$ cat config.mk
export PLATFORM = sky130hd
export DESIGN_NAME = vud_front_flat
export DESIGN_NICKNAME = d
export VERILOG_FILES = /design/src/rtl/core/vud_pkg.sv /design/src/rtl/core/vud_ifs.sv /design/src/rtl/core/vud_front.sv /design/src/flat_wrapper.sv
export SDC_FILE = /design/constraint.sdc
export NUM_CORES = 1
export LEC_CHECK = 0
export BUFFER_PORTS_ARGS = -buffer_cell sky130_fd_sc_hd__buf_4
export CAP_MARGIN = 20
export CORE_MARGIN = 4
export CORE_UTILIZATION = 45
export CTS_CLUSTER_SIZE = 8
export DETAILED_ROUTE_END_ITERATION = 8
export GPL_TIMING_DRIVEN = 0
export PLACE_DENSITY = 0.77
export SYNTH_ARGS = -nofsm -noshare
export SYNTH_HDL_FRONTEND = slang
export SYNTH_SLANG_ARGS = --single-unit
$ cat constraint.sdc
create_clock -name clock -period 2.9 [get_ports clock]
set_input_delay 0.29 -clock clock [delete_from_list [all_inputs] [get_ports clock]]
set_output_delay 0.29 -clock clock [all_outputs]
set_load 0.005 [all_outputs]
$ cat src/rtl/core/vud_pkg.sv
package vud_pkg;

   // item field widths
   localparam int KIND_W     = 2;
   localparam int ROW_W      = 9;
   localparam int COL_W      = 10;
   localparam int DISP_W     = 9;
   localparam int COUNT_W    = 16;
   localparam int BYTE_W     = 8;

   // config port
   localparam int CSR_IDX_W  = 2;
   localparam int CSR_DATA_W = 11;
   localparam int LEVELS_W   = 8;
   localparam int WIDTH_W    = 11;
   localparam int HEIGHT_W   = 10;

   localparam logic [LEVELS_W-1:0] LEVELS_RST = 8'd64;
   localparam logic [WIDTH_W-1:0]  WIDTH_RST  = 11'd640;
   localparam logic [HEIGHT_W-1:0] HEIGHT_RST = 10'd480;

   localparam logic [CSR_IDX_W-1:0] CSR_LEVELS = 2'd0;
   localparam logic [CSR_IDX_W-1:0] CSR_WIDTH  = 2'd1;
   localparam logic [CSR_IDX_W-1:0] CSR_HEIGHT = 2'd2;

   // item kinds
   localparam logic [KIND_W-1:0] KIND_CLEAR  = 2'd0;
   localparam logic [KIND_W-1:0] KIND_PIXEL  = 2'd1;
   localparam logic [KIND_W-1:0] KIND_READ_V = 2'd2;
   localparam logic [KIND_W-1:0] KIND_READ_U = 2'd3;

   // store geometry defaults
   localparam int DEF_MAX_ROWS   = 512;
   localparam int DEF_MAX_COLS   = 1024;
   localparam int DEF_MAX_LEVELS = 128;

   localparam int CMD_FIFO_DEPTH = 2;

   // decoded command handed from front to back
   typedef enum logic [2:0] {
      OP_CLEAR,
      OP_BUMP,
      OP_READ_V,
      OP_READ_U,
      OP_REJECT
   } op_type;

   function automatic logic [COUNT_W-1:0] bump_sat(input logic [COUNT_W-1:0] c);
      return (c == {COUNT_W{1'b1}}) ? c : c + 1'b1;
   endfunction

   function automatic logic [BYTE_W-1:0] byte_sat(input logic [COUNT_W-1:0] c);
      return (c > COUNT_W'(255)) ? {BYTE_W{1'b1}} : c[BYTE_W-1:0];
   endfunction

endpackage

$ cat src/rtl/core/vud_ifs.sv
interface vud_req_if;
   import vud_pkg::*;
   logic                     valid;
   logic                     ready;
   logic [KIND_W-1:0]        kind;
   logic [ROW_W-1:0]         row;
   logic [COL_W-1:0]         column;
   logic signed [DISP_W-1:0] disparity;
   modport source (output valid, kind, row, column, disparity, input ready);
   modport sink   (input valid, kind, row, column, disparity, output ready);
endinterface


interface vud_csr_if;
   import vud_pkg::*;
   logic                  valid;
   logic                  ready;
   logic [CSR_IDX_W-1:0]  index;
   logic [CSR_DATA_W-1:0] data;
   modport source (output valid, index, data, input ready);
   modport sink   (input valid, index, data, output ready);
endinterface

$ cat src/rtl/core/vud_front.sv
module vud_front #(
   parameter int MAX_ROWS   = vud_pkg::DEF_MAX_ROWS,
   parameter int MAX_COLS   = vud_pkg::DEF_MAX_COLS,
   parameter int MAX_LEVELS = vud_pkg::DEF_MAX_LEVELS,
   localparam int VA_W = $clog2(MAX_ROWS * MAX_LEVELS),
   localparam int UA_W = $clog2(MAX_COLS * MAX_LEVELS)
) (
   input  logic             clock,
   input  logic             reset,
   vud_req_if.sink          req_ch,
   vud_csr_if.sink          csr_ch,
   input  logic             init_busy,
   output logic             cmd_valid,
   input  logic             cmd_ready,
   output vud_pkg::op_type  cmd_op,
   output logic [VA_W-1:0]  cmd_v_addr,
   output logic [UA_W-1:0]  cmd_u_addr
);
   import vud_pkg::*;

   localparam int L_W = $clog2(MAX_LEVELS + 1);
   localparam int W_W = $clog2(MAX_COLS + 1);
   localparam int H_W = $clog2(MAX_ROWS + 1);
   localparam int B_W = $clog2(MAX_LEVELS);

   logic [LEVELS_W-1:0] levels_ff;
   logic [WIDTH_W-1:0]  width_ff;
   logic [HEIGHT_W-1:0] height_ff;

   logic [L_W-1:0]      levels_eff;
   logic [W_W-1:0]      width_eff;
   logic [H_W-1:0]      height_eff;
   logic                disp_neg;
   logic [DISP_W-2:0]   disp_mag;
   logic [B_W-1:0]      pix_bin;
   logic [B_W-1:0]      bin;
   logic                bin_ok;
   logic                row_ok;
   logic                col_ok;

   assign csr_ch.ready = 1'b1;

   always_ff @(posedge clock) begin
      if (reset) begin
         levels_ff <= LEVELS_RST;
         width_ff  <= WIDTH_RST;
         height_ff <= HEIGHT_RST;
      end else if (csr_ch.valid) begin
         unique case (csr_ch.index)
            CSR_LEVELS: levels_ff <= csr_ch.data[LEVELS_W-1:0];
            CSR_WIDTH:  width_ff  <= csr_ch.data[WIDTH_W-1:0];
            CSR_HEIGHT: height_ff <= csr_ch.data[HEIGHT_W-1:0];
            default: ;
         endcase
      end
   end

   // saturate register values into their legal ranges
   always_comb begin
      if (levels_ff < LEVELS_W'(2))         levels_eff = L_W'(2);
      else if (levels_ff > MAX_LEVELS)     levels_eff = L_W'(MAX_LEVELS);
      else                                 levels_eff = L_W'(levels_ff);
      if (width_ff == '0)                  width_eff = W_W'(1);
      else if (width_ff > MAX_COLS)        width_eff = W_W'(MAX_COLS);
      else                                 width_eff = W_W'(width_ff);
      if (height_ff == '0)                 height_eff = H_W'(1);
      else if (height_ff > MAX_ROWS)       height_eff = H_W'(MAX_ROWS);
      else                                 height_eff = H_W'(height_ff);
   end

   assign disp_neg = req_ch.disparity[DISP_W-1];
   assign disp_mag = req_ch.disparity[DISP_W-2:0];
   assign row_ok   = req_ch.row < height_eff;
   assign col_ok   = req_ch.column < width_eff;
   assign bin_ok   = !disp_neg && (disp_mag < levels_eff);

   always_comb begin
      if (disp_neg)                 pix_bin = '0;
      else if (disp_mag >= levels_eff) pix_bin = B_W'(levels_eff - 1'b1);
      else                          pix_bin = B_W'(disp_mag);
   end

   assign bin = (req_ch.kind == KIND_PIXEL) ? pix_bin : B_W'(disp_mag);

   always_comb begin
      unique case (req_ch.kind)
         KIND_CLEAR:  cmd_op = OP_CLEAR;
         KIND_PIXEL:  cmd_op = (row_ok && col_ok) ? OP_BUMP : OP_REJECT;
         KIND_READ_V: cmd_op = (row_ok && bin_ok) ? OP_READ_V : OP_REJECT;
         KIND_READ_U: cmd_op = (col_ok && bin_ok) ? OP_READ_U : OP_REJECT;
         default:     cmd_op = OP_REJECT;
      endcase
   end

   assign cmd_v_addr = VA_W'(int'(req_ch.row) * MAX_LEVELS + int'(bin));
   assign cmd_u_addr = UA_W'(int'(req_ch.column) * MAX_LEVELS + int'(bin));

   assign cmd_valid    = req_ch.valid && !init_busy;
   assign req_ch.ready = cmd_ready && !init_busy;

endmodule

$ cat src/flat_wrapper.sv
// flat-port wrapper written by rule: the top's interface ports become plain ports
module vud_front_flat import vud_pkg::*;
#(
   parameter int MAX_ROWS   = vud_pkg::DEF_MAX_ROWS,
   parameter int MAX_COLS   = vud_pkg::DEF_MAX_COLS,
   parameter int MAX_LEVELS = vud_pkg::DEF_MAX_LEVELS,
   localparam int VA_W = $clog2(MAX_ROWS * MAX_LEVELS),
   localparam int UA_W = $clog2(MAX_COLS * MAX_LEVELS)
)
  (clock, reset, init_busy, cmd_valid, cmd_ready, cmd_op, cmd_v_addr, cmd_u_addr, req_ch_valid, req_ch_kind, req_ch_row, req_ch_column, req_ch_disparity, req_ch_ready, csr_ch_valid, csr_ch_index, csr_ch_data, csr_ch_ready);
  vud_req_if req_ch_i ();
  vud_csr_if csr_ch_i ();
  input  logic clock;
  input  logic reset;
  input  logic init_busy;
  output logic cmd_valid;
  input  logic cmd_ready;
  output vud_pkg::op_type cmd_op;
  output logic [VA_W-1:0] cmd_v_addr;
  output logic [UA_W-1:0] cmd_u_addr;
  input wire logic [$bits(req_ch_i.valid)-1:0] req_ch_valid;
  input wire logic [$bits(req_ch_i.kind)-1:0] req_ch_kind;
  input wire logic [$bits(req_ch_i.row)-1:0] req_ch_row;
  input wire logic [$bits(req_ch_i.column)-1:0] req_ch_column;
  input wire logic [$bits(req_ch_i.disparity)-1:0] req_ch_disparity;
  output wire logic [$bits(req_ch_i.ready)-1:0] req_ch_ready;
  input wire logic [$bits(csr_ch_i.valid)-1:0] csr_ch_valid;
  input wire logic [$bits(csr_ch_i.index)-1:0] csr_ch_index;
  input wire logic [$bits(csr_ch_i.data)-1:0] csr_ch_data;
  output wire logic [$bits(csr_ch_i.ready)-1:0] csr_ch_ready;
  assign req_ch_i.valid = req_ch_valid;
  assign req_ch_i.kind = req_ch_kind;
  assign req_ch_i.row = req_ch_row;
  assign req_ch_i.column = req_ch_column;
  assign req_ch_i.disparity = req_ch_disparity;
  assign req_ch_ready = req_ch_i.ready;
  assign csr_ch_i.valid = csr_ch_valid;
  assign csr_ch_i.index = csr_ch_index;
  assign csr_ch_i.data = csr_ch_data;
  assign csr_ch_ready = csr_ch_i.ready;
  vud_front #(.MAX_ROWS(MAX_ROWS), .MAX_COLS(MAX_COLS), .MAX_LEVELS(MAX_LEVELS)) u_core (.clock(clock), .reset(reset), .req_ch(req_ch_i), .csr_ch(csr_ch_i), .init_busy(init_busy), .cmd_valid(cmd_valid), .cmd_ready(cmd_ready), .cmd_op(cmd_op), .cmd_v_addr(cmd_v_addr), .cmd_u_addr(cmd_u_addr));
endmodule
==> metrics <==
Gate Count Post-Synth=302; Setup crit start=u_core.levels_ff[4]; DIE WIDTH=between 80 and 90 microns; Filler cells=about 460; I/O pin count=88; area leader, netlist=dfxtp_1; syn nets=377; Worst Hold Launch=csr_ch_data[8]; Crit path required time=roughly 2600 ps; Synth area leaders=dfxtp_1, ha_1, nand2_1; Syn Std Cell Area=2410 sq um; CTS buffer count=5; antenna fix cells=0; fraction of layout cells with a size suffix above 1=0.363; #FFs+latches synth=29; synth warn=0; worst r2r src=u_core.width_ff[10]; Worst-path clk slew=60 ps; Yosys cell types=50; P&R area growth vs syn=41.9%; fin crit share=1.18; worst hold path depth=3; Crit Path Max Fanout=7; row count=26; final worst path period need=3410 ps; asr flop ratio synth=0; worst min path class=in2reg; Register Area=584 sq um; worst clock skew=0 ps; Iteration-0 DRC Markers=116; most used flip-flop cell after synthesis=dfxtp_1; die height=81.1 microns; failing checks=setup timing; largest net degree at the start of global routing=11; clock latency at the later pin of the worst-skew pair=270 ps; Achievable Freq=293 MHz; die area=6580 sq um; starting density of the core=0.468; final WL=around 6600 microns; r2r setup slk=1860 ps; RSZ-0062 raised after global routing=yes; gpl congestion=0.845; setup ws final=-508 ps; nets=476; PortBufs=85; DR vias=2483; final slew viol count=0; Synth top area share=0.241; H-tree depth=2; Peak VDD IR=0.351 mV; Remaining Overflow, GRT=0; drt first pass iters=4; CORE AREA=5140 sq um; drt drc=0; vias per inst=5.26; R2R Path End=u_core.width_ff[10]; total track usage=0.208; reg2reg path depth=3; CP Data Arrival Time=3120 ps; DP Area=3170 sq um; vias in the first global route=2441; CTS tree=yes; pwr/cell area=345 nW/um^2; initial antenna violation count=0; first-pass GRT wire length=around 11000 microns; Pleak=1.54 nW; maximum clock path buffer count=2; final instance area=roughly 3400 sq um; syn_area_per_cell=7.97 sq um; Root Buffer=clkbuf_8; startpoint types=flop; per-cell routed wire length=about 14 microns; status=finished, violations left; TritonCTS Sinks=29; placed cell count=457; sequential cell area fraction in the yosys report=0.241; final hold viol count=0; Final setup viols=17; Worst Setup Path Type=reg2out; dpl hpwl=5230 microns; Max Cap Viol=0; Multi-input gate area=1680 sq um; number of synthesized flops with an enable pin=0; Post-Layout Cell Count=472; Routed Antenna Nets=0; Worst Setup EP=cmd_v_addr[1]; CP Capture Type=output port
==> through the flow <==
stage / power [mW] / setup TNS [ps] / hold WS, ps / utilization / setup WS, ps
6_report: 1.18 / -7260 / 239 / 0.665 / -508
5_1_grt: 1.24 / -9330 / 247 / 0.665 / -625
4_1_cts: 1.17 / -8260 / 234 / 0.661 / -553
3_5_place_dp: 0.825 / -4180 / 462 / 0.616 / -348
3_3_place_gp: 0.813 / -3600 / 457 / 0.616 / -318
2_1_floorplan: 0.654 / -204 / 408 / - / -44.6
==> synth_stat cells (4+ instances only) <==
cell type / count
nand3b_1: 11
nor4_1: 4
buf_4: 27
ha_1: 26
a21oi_1: 28
nor2_1: 10
clkbuf_1: 9
inv_1: 4
nand2_1: 58
dfxtp_1: 29
mux2i_1: 6
o311ai_1: 4
nand4b_1: 6
nor2b_1: 4
nand2b_1: 22
==> worst min-delay path by stage <==
stage                     endpoint  slack (ps)
2_1_floorplan  u_core.levels_ff[6]         410
3_3_place_gp   u_core.height_ff[0]         460
3_5_place_dp   u_core.height_ff[0]         460
4_1_cts        u_core.height_ff[8]         230
5_1_grt        u_core.height_ff[5]         250
6_report       u_core.height_ff[8]         240
==> sequential cells by signal, summed over array words and instances, names as in the netlist <==
register and cells:
u_core.width_ff 11, u_core.levels_ff 8, u_core.height_ff 10
==> routing by layer <==
metal  share of wire  global-route usage  wire [microns]
met4           0.017              0.0625             114
met5               0                   0               0
met1            0.43               0.267            2840
met2            0.48               0.351            3180
met3           0.070              0.0421             463
==> critical path, cell delays in order, from the launching register on <==
cell and delay (ps):
dfxtp_2 320, or4_4 550, nor3_4 160, o21ai_2 90, ha_1 280, and3_4 170
a221o_1 330, a21oi_4 210, and2_4 310, a221o_1 210, buf_4 120, buf_6 80
==> final cells by class <==
class                      count  share of cell area
tap                           70              0.0256
timing repair buffer          92               0.211
sequential                    29               0.171
clock buffer                   8              0.0234
inverter                       4             0.00440
buffer                        38              0.0718
multi-input combinational    231               0.493
==> power by group <==
group | switching (mW) | internal [mW] | leakage, nW
Clock | 0.143 | 0.170 | 0.0395
Sequential | 0.0157 | 0.414 | 0.238
Combinational | 0.195 | 0.240 | 1.26
==> repair_timing <==
action                     4_1_cts  5_1_grt
pin swaps                        9       10
gates resized for setup         19        3
setup endpoints to repair       17       17
buffers inserted                 6        1
hold buffers                     0        0
cloned                           0        0
==> cell families (layout without fill, tap and decap cells) <==
kind of cell	Yosys count	after routing	share of synthesized area
buf+inv	42	142	0.108
xor+xnor	3	3	0.0109
other cells	1	1	0.00156
fa+ha+maj	26	26	0.135
flops	29	29	0.241
mux	6	6	0.0249
compound gates	55	55	0.159
simple gates	140	140	0.320
==> cell usage in the layout (no fill, tap or decap), types with 4 or more instances in the layout <==
master,count
nor2_1,10
nor4_1,4
dfxtp_1,26
clkbuf_8,5
inv_1,4
nand2b_1,22
clkbuf_1,12
o311ai_4,6
ha_1,26
nand3b_1,11
a21oi_1,26
buf_6,8
nand2_1,58
nand4b_1,6
buf_4,111
mux2i_1,6
nor2b_1,4
Power figures use the tool's default switching activity.
