<file path="src/rtl/core/vud_pkg.sv">
package vud_pkg;

   // item field widths
   localparam int KIND_W     = 2;
   localparam int ROW_W      = 9;
   localparam int COL_W      = 10;
   localparam int DISP_W     = 9;
   localparam int COUNT_W    = 16;
   localparam int BYTE_W     = 8;

   // config port
   localparam int CSR_IDX_W  = 2;
   localparam int CSR_DATA_W = 11;
   localparam int LEVELS_W   = 8;
   localparam int WIDTH_W    = 11;
   localparam int HEIGHT_W   = 10;

   localparam logic [LEVELS_W-1:0] LEVELS_RST = 8'd64;
   localparam logic [WIDTH_W-1:0]  WIDTH_RST  = 11'd640;
   localparam logic [HEIGHT_W-1:0] HEIGHT_RST = 10'd480;

   localparam logic [CSR_IDX_W-1:0] CSR_LEVELS = 2'd0;
   localparam logic [CSR_IDX_W-1:0] CSR_WIDTH  = 2'd1;
   localparam logic [CSR_IDX_W-1:0] CSR_HEIGHT = 2'd2;

   // item kinds
   localparam logic [KIND_W-1:0] KIND_CLEAR  = 2'd0;
   localparam logic [KIND_W-1:0] KIND_PIXEL  = 2'd1;
   localparam logic [KIND_W-1:0] KIND_READ_V = 2'd2;
   localparam logic [KIND_W-1:0] KIND_READ_U = 2'd3;

   // store geometry defaults
   localparam int DEF_MAX_ROWS   = 512;
   localparam int DEF_MAX_COLS   = 1024;
   localparam int DEF_MAX_LEVELS = 128;

   localparam int CMD_FIFO_DEPTH = 2;

   // decoded command handed from front to back
   typedef enum logic [2:0] {
      OP_CLEAR,
      OP_BUMP,
      OP_READ_V,
      OP_READ_U,
      OP_REJECT
   } op_type;

   function automatic logic [COUNT_W-1:0] bump_sat(input logic [COUNT_W-1:0] c);
      return (c == {COUNT_W{1'b1}}) ? c : c + 1'b1;
   endfunction

   function automatic logic [BYTE_W-1:0] byte_sat(input logic [COUNT_W-1:0] c);
      return (c > COUNT_W'(255)) ? {BYTE_W{1'b1}} : c[BYTE_W-1:0];
   endfunction

endpackage

</file>
<file path="src/rtl/core/vud_fifo.sv">
module vud_fifo #(
   parameter int DATA_W = 8,
   parameter int DEPTH  = vud_pkg::CMD_FIFO_DEPTH
) (
   input  logic              clock,
   input  logic              reset,
   input  logic              push_valid,
   output logic              push_ready,
   input  logic [DATA_W-1:0] push_data,
   output logic              pop_valid,
   input  logic              pop_ready,
   output logic [DATA_W-1:0] pop_data
);
   localparam int PTR_W = (DEPTH > 1) ? $clog2(DEPTH) : 1;
   localparam int CNT_W = $clog2(DEPTH + 1);

   logic [DATA_W-1:0] slot_ff [DEPTH];
   logic [PTR_W-1:0]  wr_ptr_ff, wr_ptr_in;
   logic [PTR_W-1:0]  rd_ptr_ff, rd_ptr_in;
   logic [CNT_W-1:0]  count_ff, count_in;
   logic              push;
   logic              pop;

   assign push_ready = count_ff != CNT_W'(DEPTH);
   assign pop_valid  = count_ff != '0;
   assign pop_data   = slot_ff[rd_ptr_ff];
   assign push       = push_valid && push_ready;
   assign pop        = pop_valid && pop_ready;

   always_comb begin
      wr_ptr_in = wr_ptr_ff;
      rd_ptr_in = rd_ptr_ff;
      if (push) wr_ptr_in = (wr_ptr_ff == PTR_W'(DEPTH - 1)) ? '0 : PTR_W'(wr_ptr_ff + 1'b1);
      if (pop)  rd_ptr_in = (rd_ptr_ff == PTR_W'(DEPTH - 1)) ? '0 : PTR_W'(rd_ptr_ff + 1'b1);
      if (push && !pop)      count_in = CNT_W'(count_ff + 1'b1);
      else if (pop && !push) count_in = CNT_W'(count_ff - 1'b1);
      else                   count_in = count_ff;
   end

   always_ff @(posedge clock) begin
      if (reset) begin
         wr_ptr_ff <= '0;
         rd_ptr_ff <= '0;
         count_ff  <= '0;
      end else begin
         wr_ptr_ff <= wr_ptr_in;
         rd_ptr_ff <= rd_ptr_in;
         count_ff  <= count_in;
      end
   end

   always_ff @(posedge clock) begin
      if (push) slot_ff[wr_ptr_ff] <= push_data;
   end

endmodule

</file>
<file path="config.mk">
export PLATFORM = sky130hd
export DESIGN_NAME = vud_fifo
export DESIGN_NICKNAME = d
export VERILOG_FILES = /design/src/rtl/core/vud_pkg.sv /design/src/rtl/core/vud_fifo.sv
export SDC_FILE = /design/constraint.sdc
export NUM_CORES = 1
export LEC_CHECK = 0
export ABC_CLOCK_PERIOD_IN_PS = 2850
export BUFFER_PORTS_ARGS = -buffer_cell sky130_fd_sc_hd__buf_2
export CAP_MARGIN = 0
export CORE_MARGIN = 2
export CORE_UTILIZATION = 31
export DETAILED_ROUTE_END_ITERATION = 12
export SETUP_SLACK_MARGIN = 0.02
export SKIP_CTS_REPAIR_TIMING = 1
export SYNTH_ARGS = -nofsm -noshare
export SYNTH_HDL_FRONTEND = slang
export SYNTH_SLANG_ARGS = --single-unit
</file>
<file path="constraint.sdc">
create_clock -name clock -period 2.85 [get_ports clock]
set_input_delay 0.57 -clock clock [delete_from_list [all_inputs] [get_ports clock]]
set_output_delay 0.57 -clock clock [all_outputs]
set_load 0.1 [all_outputs]
</file>
==> out/results.ini, run 1 <==
[grt]
grt_max_degree = 12
grt_pass1_vias = 438
grt_use_total_pct = 9.45
antenna_found_initial = 0
grt_pass1_wl_mm = 1.95
overflow = 0

[clock_tree]
cts_tree = built
cts_buffer_depth = 2
clk_pin_slew_ns = 0.11
cts_root_buf = clkbuf_4
clk-insertion-delay-late_ns = 0.29
cts_made_buffers = 3
cts_sinks = 21
cts-htree-levels = 1

[die]
ioPinCount = 22
dieArea_mm2 = 0.00302
rows = 18
fp.dieH_um = 55.0
start_util_pct = 32.5
die_width_um = 55.0
core_area_mm2 = 0.00248

[detailed_routing]
drt_first_pass_iters = 3
drt_wl_total_mm = 1.28
drc = 0
via_count = 450
routedWlPerCell_um = 12.4
viasPerCell = 4.37
ant_nets = 0
first_iter_violations = 4

[synth]
synth-seq-cells = 21
synth_cells = 49
ys_seq_area_share_pct = 72.0
syn_avg_cell_area_um2 = 16.4
synth_edf_count = 16
syn_nets = 62
yosys_warnings = 0
synthDistinctLibCells = 17
yosys_most_used_dff = edfxtp_1
async_flop_share_pct = 0
synthesis.area_um2 = 806

[timing]
hold_violations = 0
post-route-min-period_ns = 2.08
setup_tns_ns = 0
clock_skew_ns = 0.00489
fin_crit_sh_pct = 73.1
setup_viol = 0
rsz0062_at_grt = no
finalMaxSlewViolations = 0
slew_headroom_pct = 67.8
fmax_ghz = 0.480
tightest_slew_ns = 0.486

[worst_setup_path]
reg2reg_to = count_ff[1]
arrival_ns = 1.51
reg2reg_depth = 5
cp-end-kind = output port
r2r-start = count_ff[1]
crit_fanout = 8
start_kind = register
cp.required_ns = 2.28
r2r_setup_slack_ns = 1.27
worstSetupPathType = reg2out

[min_path]
min_path_cells = 1
min_to = slot_ff[0][2]
min_from = push_data[2]
hold_path.class = in2reg

[final_layout]
antenna_cells = 0
layout_commonest_cell = buf_2
area_growth_pct = 20.3
nets = 87
n_fill_cell = 249
final_cell_mix = 21 x buf_2, 16 x edfxtp_1, 8 x mux2_2
drive_above_1_share_pct = 47.9

[placed_design]
port-buffer-count = 21
hpwl_um = 927
gp_congestion = 0.641

[outcome]
outcome = finished clean

[run]
drv_cap = 0

==> cell families after synthesis <==
| group | Yosys count | synth area share, % |
|---|---|---|
| buffers and inverters | 2 | 1.09 |
| XOR/XNOR | 3 | 3.26 |
| adder cells (fa/ha/maj) | 1 | 1.55 |
| flip-flops | 21 | 72.1 |
| multiplexers | 8 | 11.2 |
| AND/OR/NAND/NOR | 9 | 7.14 |
| AO/OA/AOI/OAI | 5 | 3.73 |
==> worst max-delay path by stage <==
stage	slack, ns	from	to
floorplan	1.13	count_ff[0]	count_ff[1]
global placement	1.07	register	pop_data[6]
detailed placement	1.07	register	pop_data[1]
CTS	0.73	register	pop_data[6]
global route	0.67	register	pop_data[0]
finish	0.77	register	pop_data[6]
==> per-stage QoR <==
step	instance area [µm²]	util [%]	setup WS [ns]	std cells	hold slack [ns]
2_1_floorplan	806	-	1.13	49	0.472
3_3_place_gp	943	38.1	1.07	99	0.490
3_5_place_dp	943	38.1	1.07	99	0.498
4_1_cts	970	39.1	0.731	103	0.453
5_1_grt	970	39.1	0.675	103	0.442
6_report	970	39.1	0.768	103	0.461
==> final cells by class <==
| class | instances | area, µm² | share of cell area [%] |
|---|---|---|---|
| tap | 30 | 37.5 | 3.87 |
| clock buffer | 4 | 26.3 | 2.71 |
| inverter | 1 | 3.75 | 0.387 |
| multi-input combinational | 26 | 216 | 22.3 |
| timing repair buffer | 21 | 105 | 10.8 |
| sequential | 21 | 581 | 59.9 |
==> worst max-delay path, stage by stage, from the launching register on <==
cell	delay [ns]
dfxtp_1	0.55
mux2_2	0.38
buf_2	0.29
==> state kept, by name, summed over array words and instances, names as in the netlist, named ones only <==
signal / count
rd_ptr_ff: 1
count_ff: 2
slot_ff: 16
wr_ptr_ff: 1
==> synthesized netlist by cell type (2+ instances only) <==
library cell  count  area, µm²
edfxtp_1         16        480
a21oi_1           2       10.0
xor2_1            3       26.3
o21ai_0           2       10.0
dfxtp_1           5        100
nor2_1            3       11.3
mux2_2            8       90.1
==> routing by layer <==
metal / track usage, % / vias up / share of wire, %
li1: - / 225 / -
met1: 10.6 / 211 / 47
met2: 17.7 / 14 / 49
met3: 2.42 / 0 / 4.8
met4: 2.44 / 0 / 0
met5: 0 / - / 0
Power of run 1 is not shown: default switching activity piles up to over one toggle a cycle in this logic, so the estimate is an artifact.
==> inputs of run 2 (changes only) <==
ABC_CLOCK_PERIOD_IN_PS = 1800   (was 2850)
clock period = 1.8 ns   (was 2.85 ns; I/O delays follow)
==> out/results.ini, run 2 (synthesized netlist as in run 1, its figures left out) <==
[worst_setup_path]
worstSetupPathType = reg2out
arrival_ns = 1.35
crit_fanout = 8
r2r_setup_slack_ns = 0.21
start_kind = register
reg2reg_depth = 5
reg2reg_to = count_ff[1]
cp.required_ns = 1.44
cp-end-kind = output port
r2r-start = count_ff[1]

[timing]
tightest_slew_ns = 0.486
hold_violations = 0
slew_headroom_pct = 67.8
rsz0062_at_grt = no
clock_skew_ns = 0.00632
post-route-min-period_ns = 1.71
fmax_ghz = 0.585
fin_crit_sh_pct = 95.0
finalMaxSlewViolations = 0
setup_tns_ns = 0
setup_viol = 0

[grt]
antenna_found_initial = 0
grt_use_total_pct = 9.45
grt_pass1_wl_mm = 1.95
overflow = 0
grt_max_degree = 12
grt_pass1_vias = 438

[detailed_routing]
via_count = 451
routedWlPerCell_um = 12.4
first_iter_violations = 4
drt_wl_total_mm = 1.28
drt_first_pass_iters = 3
drc = 0
ant_nets = 0
viasPerCell = 4.38

[placed_design]
hpwl_um = 927
dp_cells = 99
gp_congestion = 0.641
post_dp_cell_area_um2 = 943
port-buffer-count = 21

[final_layout]
largest_register_ffs = 16
antenna_cells = 0
drive_above_1_share_pct = 49.3
max_flop_register = slot_ff
reg.largest.list = slot_ff (16), count_ff (2)
final_cell_mix = 18 x buf_2, 16 x edfxtp_1, 8 x mux2_2
layout_commonest_cell = buf_2
fin_area_um2 = 981
utilization_pct = 39.6
n_fill_cell = 248
area_growth_pct = 21.7
nets = 87
final_cells = 103

[clock_tree]
clk_pin_slew_ns = 0.11
cts_root_buf = clkbuf_4
cts_tree = built
cts_sinks = 21
cts_made_buffers = 3
clk-insertion-delay-late_ns = 0.29
cts-htree-levels = 1
cts_buffer_depth = 2

[min_path]
min_from = push_data[2]
min_path_cells = 1
hold_path.class = in2reg
min_to = slot_ff[0][2]

[die]
rows = 18
core_area_mm2 = 0.00248
die_width_um = 55.0
start_util_pct = 32.5
dieArea_mm2 = 0.00302
ioPinCount = 22
fp.dieH_um = 55.0

[run]
drv_cap = 0

[outcome]
outcome = finished clean

run 2: critical path: stages (launching register included):
cell and delay [ns]:
dfxtp_4 0.43, mux2_2 0.34, buf_2 0.29
run 2: area by class of cell:
| type | instances | area [µm²] | share of cell area [%] |
|---|---|---|---|
| timing repair buffer | 21 | 113 | 11.5 |
| multi-input combinational | 26 | 216 | 22.1 |
| inverter | 1 | 3.75 | 0.383 |
| sequential | 21 | 584 | 59.6 |
| clock buffer | 4 | 26.3 | 2.68 |
| tap | 30 | 37.5 | 3.83 |
run 2: metrics by stage:
| step | hold WS, ns | setup slack [ns] |
|---|---|---|
| 2_1_floorplan | 0.429 | 0.0814 |
| 3_3_place_gp | 0.490 | 0.227 |
| 3_5_place_dp | 0.498 | 0.227 |
| 4_1_cts | 0.243 | -0.109 |
| 5_1_grt | 0.232 | 0.0224 |
| 6_report | 0.249 | 0.0908 |
run 2: how the worst max path moves through the flow:
stage	start	to	slack, ns	depth (start not counted)
after floorplan	count_ff[0]	count_ff[1]	0.08	5
after global placement	register	pop_data[6]	0.23	2
after detailed placement	register	pop_data[1]	0.23	2
after CTS	register	pop_data[6]	-0.11	2
after global routing	count_ff[0]	push_ready	0.02	2
final	register	pop_data[6]	0.09	2
run 2: layer usage:
metal	global-route usage, %	wire, µm	vias to the layer above
met3	2.42	60	0
met1	10.6	596	212
met4	2.44	0	0
li1	-	-	225
met5	0	0	-
met2	17.7	623	14
Power of run 2 is left out for the same reason.
==> inputs of run 3 (changes only) <==
REMOVE_ABC_BUFFERS = 1   (was unset)
==> out/results.ini, run 3 (synthesized netlist as in run 1, its figures left out) <==
[min_path]
hold_path.class = in2reg

[worst_setup_path]
start_kind = register
crit_family = flip-flops
slowest_delay_ns = 0.42
path_cells = mux2_2 > buf_2
crit_fanout = 8
cp.required_ns = 1.44
critPathSlowestCell = dfxtp_4
cp-end-kind = output port
arrival_ns = 1.34
critPathBufInv = 1
worstSetupPathType = reg2out

[clock_tree]
cts_sinks = 21
clk_pin_slew_ns = 0.11
cts_buffer_depth = 2
cts_root_buf = clkbuf_4
cts_tree = built
cts-htree-levels = 1
cts_made_buffers = 3
clk-insertion-delay-late_ns = 0.30

[run]
drv_cap = 0

[placed_design]
gp_congestion = 0.616
hpwl_um = 922
port-buffer-count = 21

[die]
fp.dieH_um = 55.0
dieArea_mm2 = 0.00302
start_util_pct = 32.5
core_area_mm2 = 0.00248
rows = 18
die_width_um = 55.0
ioPinCount = 22

[final_layout]
reg.largest.list = slot_ff (16), count_ff (2)
area_growth_pct = 22.5
drive_above_1_share_pct = 50.7
max_flop_register = slot_ff
n_fill_cell = 260
final_cell_mix = 16 x buf_2, 16 x edfxtp_1, 8 x mux2_2, 8 x clkbuf_4, 4 x dfxtp_1
antenna_cells = 0
multi_input_area_um2 = 216
largest_register_ffs = 16
nets = 87
register_area_um2 = 584

[timing]
hold_violations = 0
setup_viol = 0
slew_headroom_pct = 67.8
rsz0062_at_grt = no
fmax_ghz = 0.587
tightest_slew_ns = 0.486
finalMaxSlewViolations = 0
hold_ws_ns = 0.240
fin_crit_sh_pct = 94.6
post-route-min-period_ns = 1.70
clock_skew_ns = 0.00657

[grt]
grt-busiest-layer = met2
grt_pass1_wl_mm = 1.90
grt_use_total_pct = 9.57
grt_pass1_vias = 444
overflow = 0
met3_usage_pct = 5.11
use_met1_pct = 10.3
antenna_found_initial = 0
global_route.usage.met2_pct = 15.3
grt_max_degree = 13

[detailed_routing]
drt_wl_total_mm = 1.27
first_iter_violations = 4
via_count = 465
drc = 0
viasPerCell = 4.51
ant_nets = 0
drt_first_pass_iters = 3
routedWlPerCell_um = 12.4

[outcome]
outcome = finished clean

## run 3: changes by cell type in the layout (fill, tap and decap cells not counted)
cell      delta
buf_2        -2
clkinv_2     +1
clkbuf_4     +2
clkbuf_1     -1
## run 3: worst reg2reg max path, cell delays in order (launching register included)
cell      delay [ns]
dfxtp_1         0.37
nand2b_4        0.17
and2_1          0.16
ha_1            0.31
or3_1           0.37
a21oi_1         0.14
## run 3: metal layers
metal	up-vias	routed length (µm)
met5	-	0
met4	0	12
met3	2	125
met2	18	597
met1	218	539
li1	227	-
## run 3: final cells by class
type / count / area share, %
Sequential cell: 21 / 59.2
Multi-Input combinational cell: 26 / 21.9
Timing Repair Buffer: 21 / 11.9
Tap cell: 30 / 3.80
Clock buffer: 3 / 2.28
Clock inverter: 1 / 0.507
Inverter: 1 / 0.380
## run 3: worst paths after layout
path,start,to,slack [ns],cells after the start
setup / recovery,register,pop_data[0],0.1,2
hold / removal,push_data[3],slot_ff[1][3],0.24,1
setup reg to reg,count_ff[0],count_ff[1],0.22,5
hold reg to reg,rd_ptr_ff,register,0.53,2
## run 3: stage by stage
stage	setup slack, ns	utilization, %	std cells	setup TNS [ns]	instance area (µm²)
final	0.0964	39.8	103	0	987
after global routing	0.0244	39.8	103	0	987
after CTS	-0.121	39.2	103	-0.911	971
after detailed placement	0.232	38.1	99	0	943
after global placement	0.230	38.1	99	0	943
after floorplan	0.0814	-	48	0	801
Power of run 3 is left out for the same reason.
